## config.mk

```make
export PLATFORM = sky130hd
export DESIGN_NAME = tar_sqrt_cell
export DESIGN_NICKNAME = d
export VERILOG_FILES = /design/src/sv/tar_pkg.sv /design/src/sv/tar_sqrt_cell.sv
export SDC_FILE = /design/constraint.sdc
export NUM_CORES = 1
export LEC_CHECK = 0
export BUFFER_PORTS_ARGS = -buffer_cell sky130_fd_sc_hd__buf_2
export CORE_AREA = 3 3 159 161
export CTS_BUF_LIST = sky130_fd_sc_hd__clkbuf_16
export CTS_CLUSTER_DIAMETER = 30
export DETAILED_ROUTE_END_ITERATION = 10
export DIE_AREA = 0 0 162 164
export GPL_TIMING_DRIVEN = 0
export HOLD_SLACK_MARGIN = 0.1
export PLACE_DENSITY = 0.75
export SYNTH_ARGS = -nofsm -noshare
export SYNTH_HDL_FRONTEND = slang
export SYNTH_SLANG_ARGS = --single-unit
```

## constraint.sdc

```tcl
create_clock -name i_clk -period 2.4 [get_ports i_clk]
set_input_delay 0 -clock i_clk [delete_from_list [all_inputs] [get_ports i_clk]]
set_output_delay 0 -clock i_clk [all_outputs]
set_load 0.03 [all_outputs]
```

## src/sv/tar_pkg.sv

```systemverilog
// Shared types and constants for the tetrahedron aspect ratio pipeline.
package tar_pkg;

    localparam int RATIO_W   = 32;  // Q16.16 result
    localparam int OUT_FRAC  = 16;  // fraction bits of the result
    localparam int SQ_PAD    = 32;  // square roots are taken of x * 2^32
    localparam int SQRT_STEP = 2;   // argument bits consumed per root digit
    localparam int K_W       = 35;

    // round(2*sqrt(6) * 2^32)
    localparam logic [K_W-1:0] TWO_SQRT6_Q32 = 35'd21040956674;

    typedef logic [RATIO_W-1:0] t_ratio;

endpackage

```

## src/sv/tar_sqrt_cell.sv

```systemverilog
// One digit cell of the pipelined restoring square root.
module tar_sqrt_cell import tar_pkg::*; #(
    parameter int ROOT_W = 50
) (
    input  logic                i_clk,
    input  logic                i_en,
    input  logic [ROOT_W+1:0]   i_rem,
    input  logic [ROOT_W-1:0]   i_root,
    input  logic [2*ROOT_W-1:0] i_arg,
    output logic [ROOT_W+1:0]   o_rem,
    output logic [ROOT_W-1:0]   o_root,
    output logic [2*ROOT_W-1:0] o_arg
);

    localparam int ARG_W = 2 * ROOT_W;
    localparam int REM_W = ROOT_W + 2;
    localparam int CUR_W = REM_W + SQRT_STEP;

    logic [CUR_W-1:0]  n_cur;
    logic [CUR_W-1:0]  n_trial;
    logic [CUR_W-1:0]  n_diff;
    logic              n_fit;
    logic [REM_W-1:0]  n_rem;
    logic [ROOT_W-1:0] n_root;
    logic [ARG_W-1:0]  n_arg;
    logic [REM_W-1:0]  r_rem;
    logic [ROOT_W-1:0] r_root;
    logic [ARG_W-1:0]  r_arg;

    always_comb begin
        n_cur   = {i_rem, i_arg[ARG_W-1 -: SQRT_STEP]};
        n_trial = CUR_W'({i_root, 2'b01});   // 4*root + 1
        n_diff  = n_cur - n_trial;
        n_fit   = (n_cur >= n_trial);
        n_rem   = n_fit ? n_diff[REM_W-1:0] : n_cur[REM_W-1:0];
        n_root  = {i_root[ROOT_W-2:0], n_fit};
        n_arg   = {i_arg[ARG_W-SQRT_STEP-1:0], {SQRT_STEP{1'b0}}};
    end

    always_ff @(posedge i_clk) begin
        if (i_en) begin
            r_rem  <= n_rem;
            r_root <= n_root;
            r_arg  <= n_arg;
        end
    end

    assign o_rem  = r_rem;
    assign o_root = r_root;
    assign o_arg  = r_arg;

endmodule

```

==> results.txt <==
- The flow ran to the end, and the final reports show no timing, DRC or antenna violations.
* Highest cell delay on the worst timing path: 0.39 ns
- With fillers left out, the area of the finished cells amounts to 0.01558 mm^2.
- Met1 layer usage reported by global route: 29.37%
* Combinational share of power: 28.7%
- Clock slew at the register clock pins of the worst setup and hold paths: 0.08 ns
- Total global-route track usage: 25.57%
- Vias in the first global route: 9222
- In this run the worst path has a maximum fanout of 6.
- In this run the horizontal extent of the chip is 162 um.
* Number of setup violations in the final report: 0
* Critical Path Sink Type: register
- The total area inside the core boundary comes to 0.02411 mm^2.
- After detailed routing, the number of vias per cell comes to 5.102.
- Number of CTS-inserted buffers: 17
- Worst voltage drop across the vdd grid: 414.9 uV
- TritonCTS clock tree: yes
- In the final layout, the multi-input gates occupy 0.003757 mm^2.
* Final Wtd Congestion: 0.8864
- Share of the synthesized area in the top cell type: 60.75%
- Remaining global-route overflow: 0
* Clock Power Share: 29.1%
- Sequential cells account for 42.2% of the total power.
- Maximum number of pins on one net before global-route repair: 116
- The internal portion of the total power is 6.845 mW.
- Max-cap violations in this run came to 0.
- Area fraction in compound gates after synthesis: 14.09%
- Setup repair after global routing could not meet its margin everywhere.
- Starting DRC count in detailed routing: 597
* Fraction of met3 tracks used by global routing: 7.390%
- Compared with the post-synthesis result, the final layout area differs by 57.59%.
- The clock passes through at most 2 buffers.
* Kind of critical path: in2reg
- Among cell families on the critical path, the largest total delay comes from compound AO/OA/AOI/OAI gates.
* Nets@finish: 1723
* Layout filler cell count: 1851
- Share of the yosys chip area belonging to registers: 60.75%
- Antenna violation net count after detailed routing: 0
- Gate Count Post-Synth: 827
* Post-synthesis sequential element count: 200
* Count of flip-flops with a built-in enable after synthesis: 200
- Syn avg cell area: 11.95 um^2
* PD cells: 663.6 mW/mm^2
- Wire length of the first global-routing pass: 52200 um
- The number of hold violations in the final report is 0.
- Cell area after technology mapping: 0.009886 mm^2
- The number of buffers and inverters on the critical path is 4.
* Static leakage: 6.798 nW
- Across the whole layout, storage elements account for 0.006006 mm^2.
- Commonest register cell after synthesis: sky130_fd_sc_hd__edfxtp_1
- Overall die area: 0.02657 mm^2
- Final worst-path cycle share: 98.79%
- Deepest level of the CTS H-tree: 4
- Site Rows: 57
* Number of remaining DRC errors: 0
* Adder-cell area share of the yosys netlist: 6.581%
- Least-Margin Pin Slew: 0.7594 ns
- Top library cells by usage in the layout, fill and taps aside: sky130_fd_sc_hd__buf_2, sky130_fd_sc_hd__dlygate4sd3_1, sky130_fd_sc_hd__edfxtp_1, sky130_fd_sc_hd__nand2_1, sky130_fd_sc_hd__inv_1
* CTS Sinks: 200
* Routed Wire Length: 35720 um
- The count of buffers added on input and output ports is 403.
- CP required: 2.58 ns
- Synthesis instantiated 65 different standard cells from the library.
* Post-synthesis async set-or-reset flop share: 0%
- GRT busiest layer: met2
- The floorplan step set the die height to 164 um.
- The worst setup path is launched from an input port.
- Layout cells sized above 1: 37.09%
- Number of antenna violations at the first check in global routing: 10
- The count of pins over their slew limit is 0.
- Switching power summed over all nets: 3.493 mW
- Top post-synthesis cells by area: sky130_fd_sc_hd__edfxtp_1, sky130_fd_sc_hd__ha_1, sky130_fd_sc_hd__nand2_1, sky130_fd_sc_hd__o21ai_0, sky130_fd_sc_hd__a21oi_1
- OpenSTA, run right after detailed placement, puts the worst setup slack at -0.8112 ns.
* Most common library cell in the layout ignoring fill and taps: sky130_fd_sc_hd__buf_2
* Cell-by-cell trace of the critical path: buf_4, inv_4, ha_4, nor2b_4, o211ai_1, nand3b_1, a21oi_2, a21oi_4, o31ai_4, o31ai_4, a21oi_4, buf_12, buf_12, mux2_4
- The detailed router placed 9230 vias in this run.
* Type of the most critical hold path: in2reg
- Of the total power, the share spent switching nets is 33.79%.
- Met2 layer usage reported by global route: 45.28%
- After Yosys synthesis, and, or, nand and nor cells account for 9.303% of the synthesized area.
* Synth Area in XOR/XNOR: 4.341%
- Instance area at placement: 0.01236 mm^2
- Worst EP arrival: 2.55 ns
* Post-route worst setup slack: 0.02906 ns
* Fmax: 421.8 MHz
- CP max-delay cell: sky130_fd_sc_hd__o31ai_4
* Post-detailed-placement half-perimeter wirelength: 24170 um
* Proportion of synthesized area in mux cells: 0.5442%
- 406 I/O pins were placed.
* Area leader, netlist: sky130_fd_sc_hd__edfxtp_1
- After synthesis, the largest family of logic cells by area is compound AO/OA/AOI/OAI gates.
* Starting utilization of the core area: 41.01%
* Yosys warning count: 0
* Wire length per cell: 19.74 um
- Hold is met by 0.1150 ns.
- Max_slew headroom: 48.06%
- Before antenna repair, the detailed router went through 6 iterations.
* Cell chosen for the clock root: sky130_fd_sc_hd__clkbuf_16
- Fin crit period: 2.371 ns
==> cell usage after synthesis (3+ instances only) <==
| master | n |
|---|---|
| sky130_fd_sc_hd__a21o_1 | 31 |
| sky130_fd_sc_hd__a31oi_1 | 5 |
| sky130_fd_sc_hd__o21a_1 | 4 |
| sky130_fd_sc_hd__and2_1 | 3 |
| sky130_fd_sc_hd__nor2_1 | 29 |
| sky130_fd_sc_hd__nor2b_1 | 3 |
| sky130_fd_sc_hd__o21ai_0 | 66 |
| sky130_fd_sc_hd__o21bai_1 | 7 |
| sky130_fd_sc_hd__o21ai_1 | 8 |
| sky130_fd_sc_hd__xnor2_1 | 25 |
| sky130_fd_sc_hd__nand2_1 | 88 |
| sky130_fd_sc_hd__a21boi_0 | 4 |
| sky130_fd_sc_hd__inv_1 | 66 |
| sky130_fd_sc_hd__clkbuf_1 | 15 |
| sky130_fd_sc_hd__xor2_1 | 24 |
| sky130_fd_sc_hd__o211ai_1 | 5 |
| sky130_fd_sc_hd__edfxtp_1 | 200 |
| sky130_fd_sc_hd__a21oi_1 | 61 |
| sky130_fd_sc_hd__mux2_1 | 3 |
| sky130_fd_sc_hd__nand2b_1 | 6 |
| sky130_fd_sc_hd__nor3_1 | 10 |
| sky130_fd_sc_hd__a2111oi_0 | 3 |
| sky130_fd_sc_hd__nand3_1 | 13 |
| sky130_fd_sc_hd__nand4_1 | 18 |
| sky130_fd_sc_hd__and3_1 | 7 |
| sky130_fd_sc_hd__ha_1 | 52 |
| sky130_fd_sc_hd__buf_2 | 20 |
| sky130_fd_sc_hd__o31ai_1 | 3 |
| sky130_fd_sc_hd__or3_1 | 5 |
==> state kept, by name, indices dropped and copies added, names as in the netlist <==
signal and cells:
o_arg 98, o_rem 52, o_root 50
==> tightest hold or removal path, stage by stage <==
cell                      delay [ns]
sky130_fd_sc_hd__buf_2          0.11
sky130_fd_sc_hd__ha_4           0.15
sky130_fd_sc_hd__xnor2_1        0.07
sky130_fd_sc_hd__o21ai_1        0.10
==> through the flow <==
stage	std cells	utilization, %	setup TNS, ns	power [mW]
2_1_floorplan	828	-	0	6.022
3_3_place_gp	1555	51.11	-287.88	6.879
3_5_place_dp	1556	51.27	-34.93	6.905
4_1_cts	1789	62.87	-0.003553	10.23
5_1_grt	1807	64.61	-0.6119	10.78
6_report	1809	64.63	0	10.34
==> worst paths after layout <==
path	start	to	slack (ns)	cells after the start
setup / recovery	i_root[0]	o_rem[39]	0.03	14
hold / removal	i_rem[36]	o_rem[38]	0.11	4
==> power by group through the flow <==
stage | logic (mW) | registers (mW) | clock network, mW
5_1_grt | 3.16 | 4.40 | 3.22
4_1_cts | 2.80 | 4.36 | 3.07
3_3_place_gp | 2.44 | 4.44 | 0
6_report | 2.97 | 4.37 | 3.00
2_1_floorplan | 0.840 | 5.18 | 0
3_5_place_dp | 2.47 | 4.43 | 0
==> area by class of cell <==
cell class | instances | share of cell area, %
well taps | 324 | 2.602
clock buffers | 17 | 2.731
flip-flops and latches | 200 | 38.55
clock inverters | 15 | 1.237
plain buffers | 26 | 1.478
repair buffers | 631 | 27.60
multi-input cells | 525 | 24.12
inverters | 66 | 1.606
diodes | 5 | 0.08031
==> metal layers <==
metal / vias to the layer above / share of wire [%]
met4: 12 / 3.2
li1: 4322 / -
met5: - / 0.21
met1: 4413 / 37
met2: 421 / 51
met3: 62 / 8.2
==> kinds of logic (layout without fill, tap and decap cells) <==
family | count (synthesis) | after routing
mux | 5 | 5
fa+ha+maj | 52 | 52
other cells | 1 | 7
compound gates | 222 | 223
buf+inv | 104 | 755
flops | 200 | 200
xor+xnor | 49 | 49
simple gates | 194 | 194
==> timing repair <==
item / in CTS / in global routing
cloned: 1 / 1
gates resized for setup: 22 / 98
endpoints found under the hold margin: 221 / 1
hold buffers: 199 / 1
setup endpoints to repair: 53 / 53
setup buffers: 9 / 18
pin swaps: 11 / 18
(Power assumes the default switching activity.)
