[src/sv/tar_pkg.sv]
// Shared types and constants for the tetrahedron aspect ratio pipeline.
package tar_pkg;

    localparam int RATIO_W   = 32;  // Q16.16 result
    localparam int OUT_FRAC  = 16;  // fraction bits of the result
    localparam int SQ_PAD    = 32;  // square roots are taken of x * 2^32
    localparam int SQRT_STEP = 2;   // argument bits consumed per root digit
    localparam int K_W       = 35;

    // round(2*sqrt(6) * 2^32)
    localparam logic [K_W-1:0] TWO_SQRT6_Q32 = 35'd21040956674;

    typedef logic [RATIO_W-1:0] t_ratio;

endpackage

[src/sv/tar_div_cell.sv]
// One quotient-bit cell of the pipelined restoring divider.
module tar_div_cell import tar_pkg::*; #(
    parameter int DEN_W = 86
) (
    input  logic             i_clk,
    input  logic             i_en,
    input  logic [DEN_W-1:0] i_rem,
    input  t_ratio           i_num,
    input  logic [DEN_W-1:0] i_den,
    input  t_ratio           i_quo,
    output logic [DEN_W-1:0] o_rem,
    output t_ratio           o_num,
    output logic [DEN_W-1:0] o_den,
    output t_ratio           o_quo
);

    logic [DEN_W:0]   n_cur;
    logic [DEN_W:0]   n_diff;
    logic             n_fit;
    logic [DEN_W-1:0] n_rem;
    logic [DEN_W-1:0] r_rem;
    t_ratio           r_num;
    logic [DEN_W-1:0] r_den;
    t_ratio           r_quo;

    always_comb begin
        n_cur  = {i_rem, i_num[RATIO_W-1]};
        n_diff = n_cur - {1'b0, i_den};
        n_fit  = (n_cur >= {1'b0, i_den});
        n_rem  = n_fit ? n_diff[DEN_W-1:0] : n_cur[DEN_W-1:0];
    end

    always_ff @(posedge i_clk) begin
        if (i_en) begin
            r_rem <= n_rem;
            r_num <= {i_num[RATIO_W-2:0], 1'b0};
            r_den <= i_den;
            r_quo <= {i_quo[RATIO_W-2:0], n_fit};
        end
    end

    assign o_rem = r_rem;
    assign o_num = r_num;
    assign o_den = r_den;
    assign o_quo = r_quo;

endmodule

[config.mk]
export PLATFORM = sky130hd
export DESIGN_NAME = tar_div_cell
export DESIGN_NICKNAME = d
export VERILOG_FILES = /design/src/sv/tar_pkg.sv /design/src/sv/tar_div_cell.sv
export SDC_FILE = /design/constraint.sdc
export NUM_CORES = 1
export LEC_CHECK = 0
export BUFFER_PORTS_ARGS = -buffer_cell sky130_fd_sc_hd__buf_2
export CAP_MARGIN = 0
export CORE_MARGIN = 3
export CORE_UTILIZATION = 30
export DETAILED_ROUTE_END_ITERATION = 10
export PLACE_DENSITY_LB_ADDON = 0.25
export SKIP_CTS_REPAIR_TIMING = 1
export SYNTH_ARGS = -nofsm -noshare
export SYNTH_HDL_FRONTEND = slang
export SYNTH_SLANG_ARGS = --single-unit
[constraint.sdc]
create_clock -name i_clk -period 3.8 [get_ports i_clk]
set_clock_uncertainty 0.05 [all_clocks]
set_input_delay 0.19 -clock i_clk [delete_from_list [all_inputs] [get_ports i_clk]]
set_output_delay 0.19 -clock i_clk [all_outputs]
set_load 0.05 [all_outputs]
==> results of run 1 <==
synth_stat cells (all sizes together), types with 4 or more instances:
library cell / count / share of area (%)
a211o: 4 / 0.25
a211oi: 9 / 0.48
a21boi: 4 / 0.21
a21o: 45 / 2.4
a21oi: 122 / 4.4
a221oi: 5 / 0.31
a31oi: 15 / 0.67
and2: 4 / 0.18
and3: 5 / 0.22
buf: 27 / 1.1
clkbuf: 34 / 0.93
edfxtp: 235 / 50
ha: 86 / 7.7
inv: 120 / 3.2
mux2: 4 / 0.32
nand2: 170 / 4.6
nand2b: 8 / 0.36
nand3: 17 / 0.64
nand4: 36 / 1.6
nor2: 64 / 1.8
nor2b: 5 / 0.22
nor3: 17 / 0.68
nor4: 8 / 0.36
o211a: 4 / 0.29
o211ai: 7 / 0.41
o21a: 16 / 0.86
o21ai: 142 / 5.1
o21bai: 24 / 1.3
o31ai: 10 / 0.54
or2: 6 / 0.27
or3: 8 / 0.39
xnor2: 49 / 3.1
xor2: 25 / 1.6
layer usage:
| metal | part of all wire, % | track usage, % |
|---|---|---|
| met5 | 0.026 | 0 |
| met4 | 1.9 | 4.38 |
| met3 | 5.8 | 4.13 |
| met1 | 42 | 23.5 |
| met2 | 50 | 32.9 |
critical path: stages:
cell	delay [ps]
dlygate4sd3_1	530
buf_2	110
inv_1	50
ha_1	390
nand4_1	160
or3_1	470
o22ai_1	440
nor4_1	100
buf_4	160
a211o_1	320
o211a_4	360
buf_4	250
mux2_2	300
report_power, final:
part	internal, W	leakage (nW)	switching [W]	total (W)
clock network	0.00161	0.454	0.00112	0.00273
logic	0.000985	6.34	0.00208	0.00306
registers	0.00320	2.30	0.0000708	0.00328
area by class of cell:
cell class                      count  share of cell area, %
Multi-Input combinational cell    966                   29.8
Timing Repair Buffer              788                   25.9
Tap cell                          600                   3.61
Sequential cell                   235                   34.0
Antenna cell                        4                 0.0482
Inverter                          120                   2.17
Clock buffer                       32                   3.55
Clock inverter                     20                  0.963
through the flow:
step           cells  total power, W  area (sq um)  hold slack [ps]
2_1_floorplan   1382         0.00529         14000              239
3_3_place_gp    2478         0.00619         17500              318
3_5_place_dp    2478         0.00620         17500              318
4_1_cts         2530         0.00898         18500             -278
5_1_grt         2765         0.00949         20800             8.94
6_report        2765         0.00906         20800             8.88
cell usage in the layout, fill, tap and decap left out, types with 9 or more instances in the layout:
| master | instances |
|---|---|
| buf_2 | 470 |
| edfxtp_1 | 235 |
| dlygate4sd3_1 | 231 |
| nand2_1 | 170 |
| o21ai_0 | 136 |
| a21oi_1 | 122 |
| inv_1 | 119 |
| ha_1 | 86 |
| buf_4 | 82 |
| nor2_1 | 63 |
| xnor2_1 | 49 |
| a21o_1 | 45 |
| nand4_1 | 36 |
| clkbuf_16 | 29 |
| xor2_1 | 25 |
| o21bai_1 | 24 |
| o21a_1 | 16 |
| nand3_1 | 16 |
| a31oi_1 | 15 |
| nor3_1 | 15 |
| o31ai_1 | 10 |
| a211oi_1 | 9 |
logic make-up (layout without fill, tap and decap cells):
| logic type | count (synthesis) | in the layout | share of synthesized area [%] |
|---|---|---|---|
| flops | 235 | 235 | 50.4 |
| simple gates | 362 | 362 | 12.1 |
| fa+ha+maj | 87 | 87 | 7.84 |
| xor+xnor | 74 | 74 | 4.63 |
| mux | 7 | 7 | 0.537 |
| compound gates | 435 | 435 | 19.1 |
| other cells | 1 | 5 | 0.0268 |
| buf+inv | 181 | 960 | 5.26 |
flip-flops by register name, indices dropped and copies added, names as in the netlist:
register,cells
o_num,31
o_rem,86
o_quo,32
o_den,86
worst min path at each step:
stage | end | slack, ps | depth (start not counted)
6_report | o_rem[0] | 9 | 4
5_1_grt | o_rem[58] | 9 | 3
4_1_cts | o_quo[22] | -280 | 1
3_5_place_dp | o_quo[15] | 320 | 1
3_3_place_gp | o_num[4] | 320 | 1
2_1_floorplan | o_den[0] | 240 | 0
==> flow_metrics.py, run 1 <==
metrics = {
    "sta": {
        "finalCritPeriodShare_pct": 94.7,
        "setup_viol": 0,
        "period_needed_ps": 3600,
        "hold_viol": 0,
        "setup_ws_ps": 200,
        "timing.fmax_mhz": 278,
        "maxSlewViolCount": 0,
        "worstMarginPinSlew_ps": 815,
        "fin_tns_setup_ps": 0,
        "max_slew_margin_pct": 45.7,
    },
    "yosys": {
        "synth.distinct_cells": 73,
        "ys.flop_type": "edfxtp_1",
        "syn_inst": 1382,
        "synth_seq_cells": 235,
        "syn-num-nets": 1707,
        "yosysSeqAreaShare_pct": 50.4,
        "netlist_area_sq_um": 14000,
        "synth-async-reset-ratio_pct": 0,
        "synth-edff-count": 235,
        "syn_area_per_cell_sq_um": 10.1,
        "yosys_warnings": 0,
    },
    "global_route": {
        "grt_pass1_wl_mm": 73.0,
        "grt_pass1_vias": 12600,
        "antenna_found_initial": 6,
        "grt.total_usage_pct": 18.7,
        "gr-total-overflow": 0,
        "grt_max_degree": 95,
    },
    "place": {
        "dp_slack_ps": -200,
        "port_buffers": 471,
        "place_hpwl_mm": 39.8,
        "place_congestion": 0.905,
    },
    "run_status": {
        "outcome": "finished, final reports clean",
    },
    "routing": {
        "drt-initial-drc-count": 760,
        "drtAntennaViolNets": 0,
        "routedWlPerCell_um": 18.3,
        "totalWireLength_mm": 50.7,
        "drc": 0,
        "vias": 13300,
        "first_pass_iters": 5,
        "viasPerCell": 4.80,
    },
    "setup_path": {
        "arrival_ps": 3830,
        "crit_end": "o_rem[1]",
        "worstPathRequired_ps": 4030,
        "cp-end-kind": "register",
        "startpoint": "i_den[32]",
        "crit_path_max_fanout": 31,
        "cp-start-kind": "input pin",
        "critical_path_class": "input pin to register",
    },
    "cts": {
        "root_buffer": "clkbuf_16",
        "clk_pin_slew_ps": 60,
        "h-tree-depth": 1,
        "cts.sinks": 235,
        "cts_buffers": 29,
        "tritoncts": "built",
        "cts_buffer_depth": 3,
    },
    "floorplanning": {
        "die_area_sq_um": 49300,
        "die-height_um": 222,
        "die_width_um": 222,
        "start_util_pct": 30.6,
        "std_cell_rows": 78,
        "core-area_sq_um": 45700,
        "io_pins": 474,
    },
    "layout": {
        "drive_above_1_share_pct": 29.0,
        "postLayoutCoreUtil_pct": 45.5,
        "final_nets": 2465,
        "fillCellCount": 4399,
        "area_delta_synth_final_pct": 48.6,
        "multi_input_area_sq_um": 6200,
        "register_area_sq_um": 7060,
    },
    "power": {
        "ir_drop_mv": 0.330,
        "leakagePower_nw": 9.09,
        "power-per-cell-area_nw_per_um2": 436,
    },
    "worst_hold_path": {
        "hold_path.startpoint": "i_num[31]",
        "holdCritPathClass": "input pin to register",
    },
    "run": {
        "maxCapViolCount": 0,
    },
}
Note: power is estimated with default switching activity, not from simulation.
==> inputs of run 2 (changes only) <==
--- a/config.mk
+++ b/config.mk
@@ -7,7 +7,7 @@
 export LEC_CHECK = 0
 export BUFFER_PORTS_ARGS = -buffer_cell sky130_fd_sc_hd__buf_2
 export CAP_MARGIN = 0
-export CORE_MARGIN = 3
+export CORE_MARGIN = 10
 export CORE_UTILIZATION = 30
 export DETAILED_ROUTE_END_ITERATION = 10
 export PLACE_DENSITY_LB_ADDON = 0.25
==> run 2 against run 1 <==
The flow now finishes with violations (negative hold slack). Sequential cell count did not move. Largest cell class unchanged. Clock power fell by 3%. Combinational power barely moved. Count of clock-buffer cells in the layout rose by 2. Global-route usage fell by 0.84 points. Non-clock buffer count fell by 1. Worst hold slack got worse by 37 ps.
==> flow_metrics.py, run 2 (synthesis gave the netlist of run 1 again) <==
metrics = {
    "setup_path": {
        "worstPathRequired_ps": 4040,
        "cp-start-kind": "input pin",
        "max_stage_delay_ps": 560,
        "cp-end-kind": "register",
        "critical_path_class": "input pin to register",
        "crit_path_max_fanout": 6,
        "cp_cell_sequence": "dlygate4sd3_1 -> buf_2 -> ha_1 -> buf_4 -> o21a_1 -> a221oi_1 -> a211oi_1 -> o2111ai_1 -> a2111oi_0 -> nor3_1 -> a31oi_1 -> xnor2_1 -> o21ai_1",
        "arrival_ps": 3920,
        "worst_path_max_delay_cell": "a221oi_1",
    },
    "routing": {
        "routedWlPerCell_um": 19.8,
        "viasPerCell": 4.85,
        "drtAntennaViolNets": 0,
        "first_pass_iters": 5,
        "totalWireLength_mm": 54.8,
        "vias": 13400,
        "drt-initial-drc-count": 820,
        "drc": 0,
    },
    "global_route": {
        "grt_pass1_vias": 12900,
        "grt_max_degree": 103,
        "gr-total-overflow": 0,
        "antenna_found_initial": 8,
        "grt.total_usage_pct": 17.9,
        "grt_pass1_wl_mm": 78.5,
    },
    "cts": {
        "cts_buffers": 29,
        "tritoncts": "built",
        "cts.sinks": 235,
        "cts_buffer_depth": 3,
        "clk_pin_slew_ps": 60,
        "h-tree-depth": 1,
        "root_buffer": "clkbuf_16",
    },
    "floorplanning": {
        "die_width_um": 236,
        "die_area_sq_um": 55700,
        "io_pins": 474,
        "start_util_pct": 30.2,
        "die-height_um": 236,
        "core-area_sq_um": 46400,
        "std_cell_rows": 79,
    },
    "sta": {
        "period_needed_ps": 3680,
        "maxSlewViolCount": 0,
        "whs_ps": -28.2,
        "finalCritPeriodShare_pct": 96.8,
        "max_slew_margin_pct": 40.9,
        "worstMarginPinSlew_ps": 887,
        "fin_tns_setup_ps": 0,
        "timing.fmax_mhz": 272,
        "setup_ws_ps": 122,
        "setup_viol": 0,
        "hold_viol": 1,
    },
    "place": {
        "placed_area_sq_um": 17500,
        "port_buffers": 471,
        "place_congestion": 0.900,
        "dp_slack_ps": -287,
        "place_hpwl_mm": 43.6,
    },
    "layout": {
        "drive_above_1_share_pct": 28.8,
        "final_nets": 2464,
        "area_delta_synth_final_pct": 48.6,
        "layout_common_cells": "buf_2 (470), edfxtp_1 (235), dlygate4sd3_1 (232), nand2_1 (170), o21ai_0 (136)",
        "final_common_cell": "buf_2",
        "final_area_sq_um": 20800,
    },
    "power": {
        "power-per-cell-area_nw_per_um2": 435,
        "ir_drop_mv": 0.347,
        "leakagePower_nw": 9.08,
    },
    "run_status": {
        "outcome": "finished with violations",
        "violations": "negative hold slack",
    },
    "run": {
        "maxCapViolCount": 0,
    },
    "worst_hold_path": {
        "holdCritPathClass": "input pin to register",
    },
}
-- run 2: cell types whose count changed in the layout (fill, tap and decap cells not counted), sizes merged --
cell / previous run / this run
inv: 124 / 120
clkbuf: 32 / 34
diode: 4 / 7
dlygate4sd3: 231 / 232
clkinv: 11 / 10
buf: 557 / 555
clkinvlp: 2 / 3
-- run 2: path summary, 6_finish.rpt --
kind,start,endpoint,slack (ps),cells after the start
max,i_rem[9],o_rem[84],120,13
min,i_rem[11],o_rem[12],-30,4
-- run 2: report_power, final --
group / internal, W / switching, W
Clock: 0.00159 / 0.00107
Combinational: 0.000986 / 0.00211
Sequential: 0.00321 / 0.0000712
Total: 0.00578 / 0.00325
-- run 2: cell type report --
cell class | instances | area, sq um
clock inverters | 16 | 165
multi-input cells | 966 | 6200
repair buffers | 787 | 5380
diodes | 7 | 17.5
flip-flops and latches | 235 | 7060
clock buffers | 34 | 744
inverters | 120 | 450
fillers | 4480 | 25600
well taps | 607 | 759
-- run 2: per-stage QoR --
| stage | total power (W) | utilization, % | cells |
|---|---|---|---|
| floorplan | 0.00529 | - | 1382 |
| global placement | 0.00623 | 37.8 | 2483 |
| detailed placement | 0.00624 | 37.8 | 2483 |
| CTS | 0.00896 | 39.8 | 2533 |
| global route | 0.00949 | 44.8 | 2771 |
| finish | 0.00903 | 44.8 | 2772 |
-- run 2: routing by layer --
layer  part of all wire, %  global-route usage, %  up-vias
met2                    50                   31.6      431
met1                    41                   21.3     6365
met3                   7.4                   4.86       51
met4                   1.4                   3.59        0
li1                      -                      -     6587
met5                     0                      0        -
-- run 2: worst max-delay path, delay by kind of cell --
kind,cells,cell delay [ps]
xor+xnor,1,170
simple gates,1,430
buf+inv,3,830
compound gates,7,1990
fa+ha+maj,1,300
==> inputs of run 3 (changes only) <==
--- a/config.mk
+++ b/config.mk
@@ -5,10 +5,10 @@
 export SDC_FILE = /design/constraint.sdc
 export NUM_CORES = 1
 export LEC_CHECK = 0
-export BUFFER_PORTS_ARGS = -buffer_cell sky130_fd_sc_hd__buf_2
+export BUFFER_PORTS_ARGS = -buffer_cell sky130_fd_sc_hd__buf_4
 export CAP_MARGIN = 0
 export CORE_MARGIN = 10
-export CORE_UTILIZATION = 30
+export CORE_UTILIZATION = 40
 export DETAILED_ROUTE_END_ITERATION = 10
 export PLACE_DENSITY_LB_ADDON = 0.25
 export SKIP_CTS_REPAIR_TIMING = 1
==> run 3 against run 2 <==
The run still ends with negative hold slack left. Sequential power hardly changed. Wire length is 0.86% lower. Combinational power is 6.8% higher. Clock power is 12% lower. Count of clock-buffer cells in the layout is 4 lower. Non-clock buffer count is 13 lower. Final cell count is 6.3% lower. First-iteration DRC count is 0.37% higher. Sequential cell count stayed put. Sequential share of layout area is 1.2 points lower. Global-route usage is 4.3 points higher. Critical endpoint is now o_rem[1].
==> flow_metrics.py, run 3 (synthesis gave the netlist of run 1 again) <==
metrics = {
    "power": {
        "p_total_w": 0.00893,
        "power-per-cell-area_nw_per_um2": 415,
        "seqPwrFrac_pct": 36.8,
        "p_comb_share_pct": 37.0,
        "switchingPower_w": 0.00325,
        "power.internal_w": 0.00569,
        "ir_drop_mv": 0.332,
        "clkPwrFrac_pct": 26.2,
        "swShare_pct": 36.3,
        "leakagePower_nw": 9.37,
    },
    "setup_path": {
        "crit_top_cell": "buf_4",
        "arrival_ps": 3900,
        "cp-start-kind": "input pin",
        "worst_path_max_delay_cell": "dlygate4sd3_1",
        "startpoint": "i_rem[59]",
        "critical_path_class": "input pin to register",
        "cp_cell_sequence": "dlygate4sd3_1 -> buf_4 -> ha_1 -> a21oi_1 -> o21ai_0 -> nor2_1 -> nand2_1 -> nor4_1 -> a211o_1 -> o211a_4 -> buf_4 -> mux2_2",
        "max_stage_delay_ps": 540,
        "worstPathRequired_ps": 4040,
        "cp-end-kind": "register",
        "crit_path_max_fanout": 25,
        "crit_end": "o_rem[1]",
    },
    "global_route": {
        "grt_max_degree": 87,
        "grt_pass1_wl_mm": 76.1,
        "grt.total_usage_pct": 22.2,
        "grt_pass1_vias": 12900,
        "antenna_found_initial": 2,
        "gr-total-overflow": 0,
    },
    "worst_hold_path": {
        "holdCritPathClass": "input pin to register",
    },
    "routing": {
        "drtAntennaViolNets": 0,
        "vias": 13600,
        "totalWireLength_mm": 54.4,
        "top_layer": "met5",
        "viasPerCell": 5.24,
        "routedWlPerCell_um": 20.9,
        "drc": 0,
        "routed-wl-met2_mm": 27.4,
        "first_pass_iters": 7,
        "wl_met3_mm": 4.54,
        "m1WireLength_mm": 21.0,
        "drt-initial-drc-count": 823,
    },
    "floorplanning": {
        "std_cell_rows": 68,
        "die_width_um": 207,
        "io_pins": 474,
        "start_util_pct": 40.5,
        "die-height_um": 207,
        "die_area_sq_um": 42900,
        "core-area_sq_um": 34500,
    },
    "sta": {
        "setup_viol": 0,
        "max_slew_margin_pct": 50.4,
        "period_needed_ps": 3660,
        "worstMarginPinSlew_ps": 738,
        "hold_viol": 1,
        "whs_ps": -0.355,
        "maxSlewViolCount": 0,
        "finalCritPeriodShare_pct": 96.3,
        "timing.fmax_mhz": 273,
    },
    "layout": {
        "layout_common_cells": "buf_4 (535), edfxtp_1 (235), dlygate4sd3_1 (233), nand2_1 (170), o21ai_0 (136)",
        "final_nets": 2448,
        "final_area_sq_um": 21500,
        "drive_above_1_share_pct": 28.2,
        "area_delta_synth_final_pct": 53.8,
        "final_common_cell": "buf_4",
        "postLayoutCoreUtil_pct": 62.3,
    },
    "cts": {
        "tritoncts": "built",
        "clk_pin_slew_ps": 60,
        "cts_buffer_depth": 3,
        "cts.sinks": 235,
        "cts_buffers": 26,
        "root_buffer": "clkbuf_16",
        "h-tree-depth": 1,
    },
    "place": {
        "place_congestion": 0.915,
        "port_buffers": 471,
        "placed_area_sq_um": 18400,
        "place_hpwl_mm": 41.5,
    },
    "run_status": {
        "outcome": "finished with violations",
        "violations": "negative hold slack",
    },
    "run": {
        "maxCapViolCount": 0,
    },
}
run 3: cell count changes in the layout (fill, tap and decap cells not counted), sizes merged, moves of 2 or more:
cell      before  now
clkinvlp       3    1
clkinv        10   15
clkbuf        34   30
buf          555  541
diode          7    1
bufinv         3    0
run 3: per-stage QoR:
stage               setup TNS [ps]  cells  setup WS [ps]
floorplan                        0   1382            754
global placement              -139   2317           -139
detailed placement            -182   2317           -171
CTS                              0   2363            375
global route                 -16.2   2597          -16.2
finish                           0   2597            142
run 3: critical path, delay by kind of cell:
kind,cells,cell delay (ps)
compound gates,4,1000
fa+ha+maj,1,380
buf+inv,3,1010
mux,1,400
simple gates,3,880
run 3: final cells by class:
cell class / count / area [sq um]
Antenna cell: 1 / 2.50
Fill cell: 2755 / 13000
Inverter: 120 / 450
Sequential cell: 235 / 7060
Timing Repair Buffer: 774 / 6460
Multi-Input combinational cell: 966 / 6200
Clock buffer: 30 / 687
Tap cell: 455 / 569
Clock inverter: 16 / 82.6
run 3: power by group through the flow:
stage                     Sequential (W)  Combinational, W  Clock [W]
after floorplan                  0.00432          0.000962          0
after global placement           0.00333           0.00306          0
after detailed placement         0.00334           0.00309          0
after CTS                        0.00329           0.00310    0.00239
after global routing             0.00332           0.00352    0.00250
final                            0.00329           0.00330    0.00234
run 3: routing by layer:
metal | global-route usage [%] | up-vias
met5 | 0 | -
met4 | 5.92 | 2
met3 | 7.16 | 86
met2 | 38.6 | 538
met1 | 25.7 | 6441
li1 | - | 6542
run 3: worst min-delay path by stage:
stage                     startpoint         to  slack, ps  cells after the start
final                      i_rem[84]  o_rem[85]       -0.4                      3
after global routing       i_rem[84]  o_rem[85]          4                      3
after CTS                   i_quo[3]   o_quo[4]       -260                      1
after detailed placement    i_quo[8]   o_quo[9]        320                      1
after global placement     i_quo[15]  o_quo[16]        320                      1
after floorplan             i_den[0]   o_den[0]        240                      0
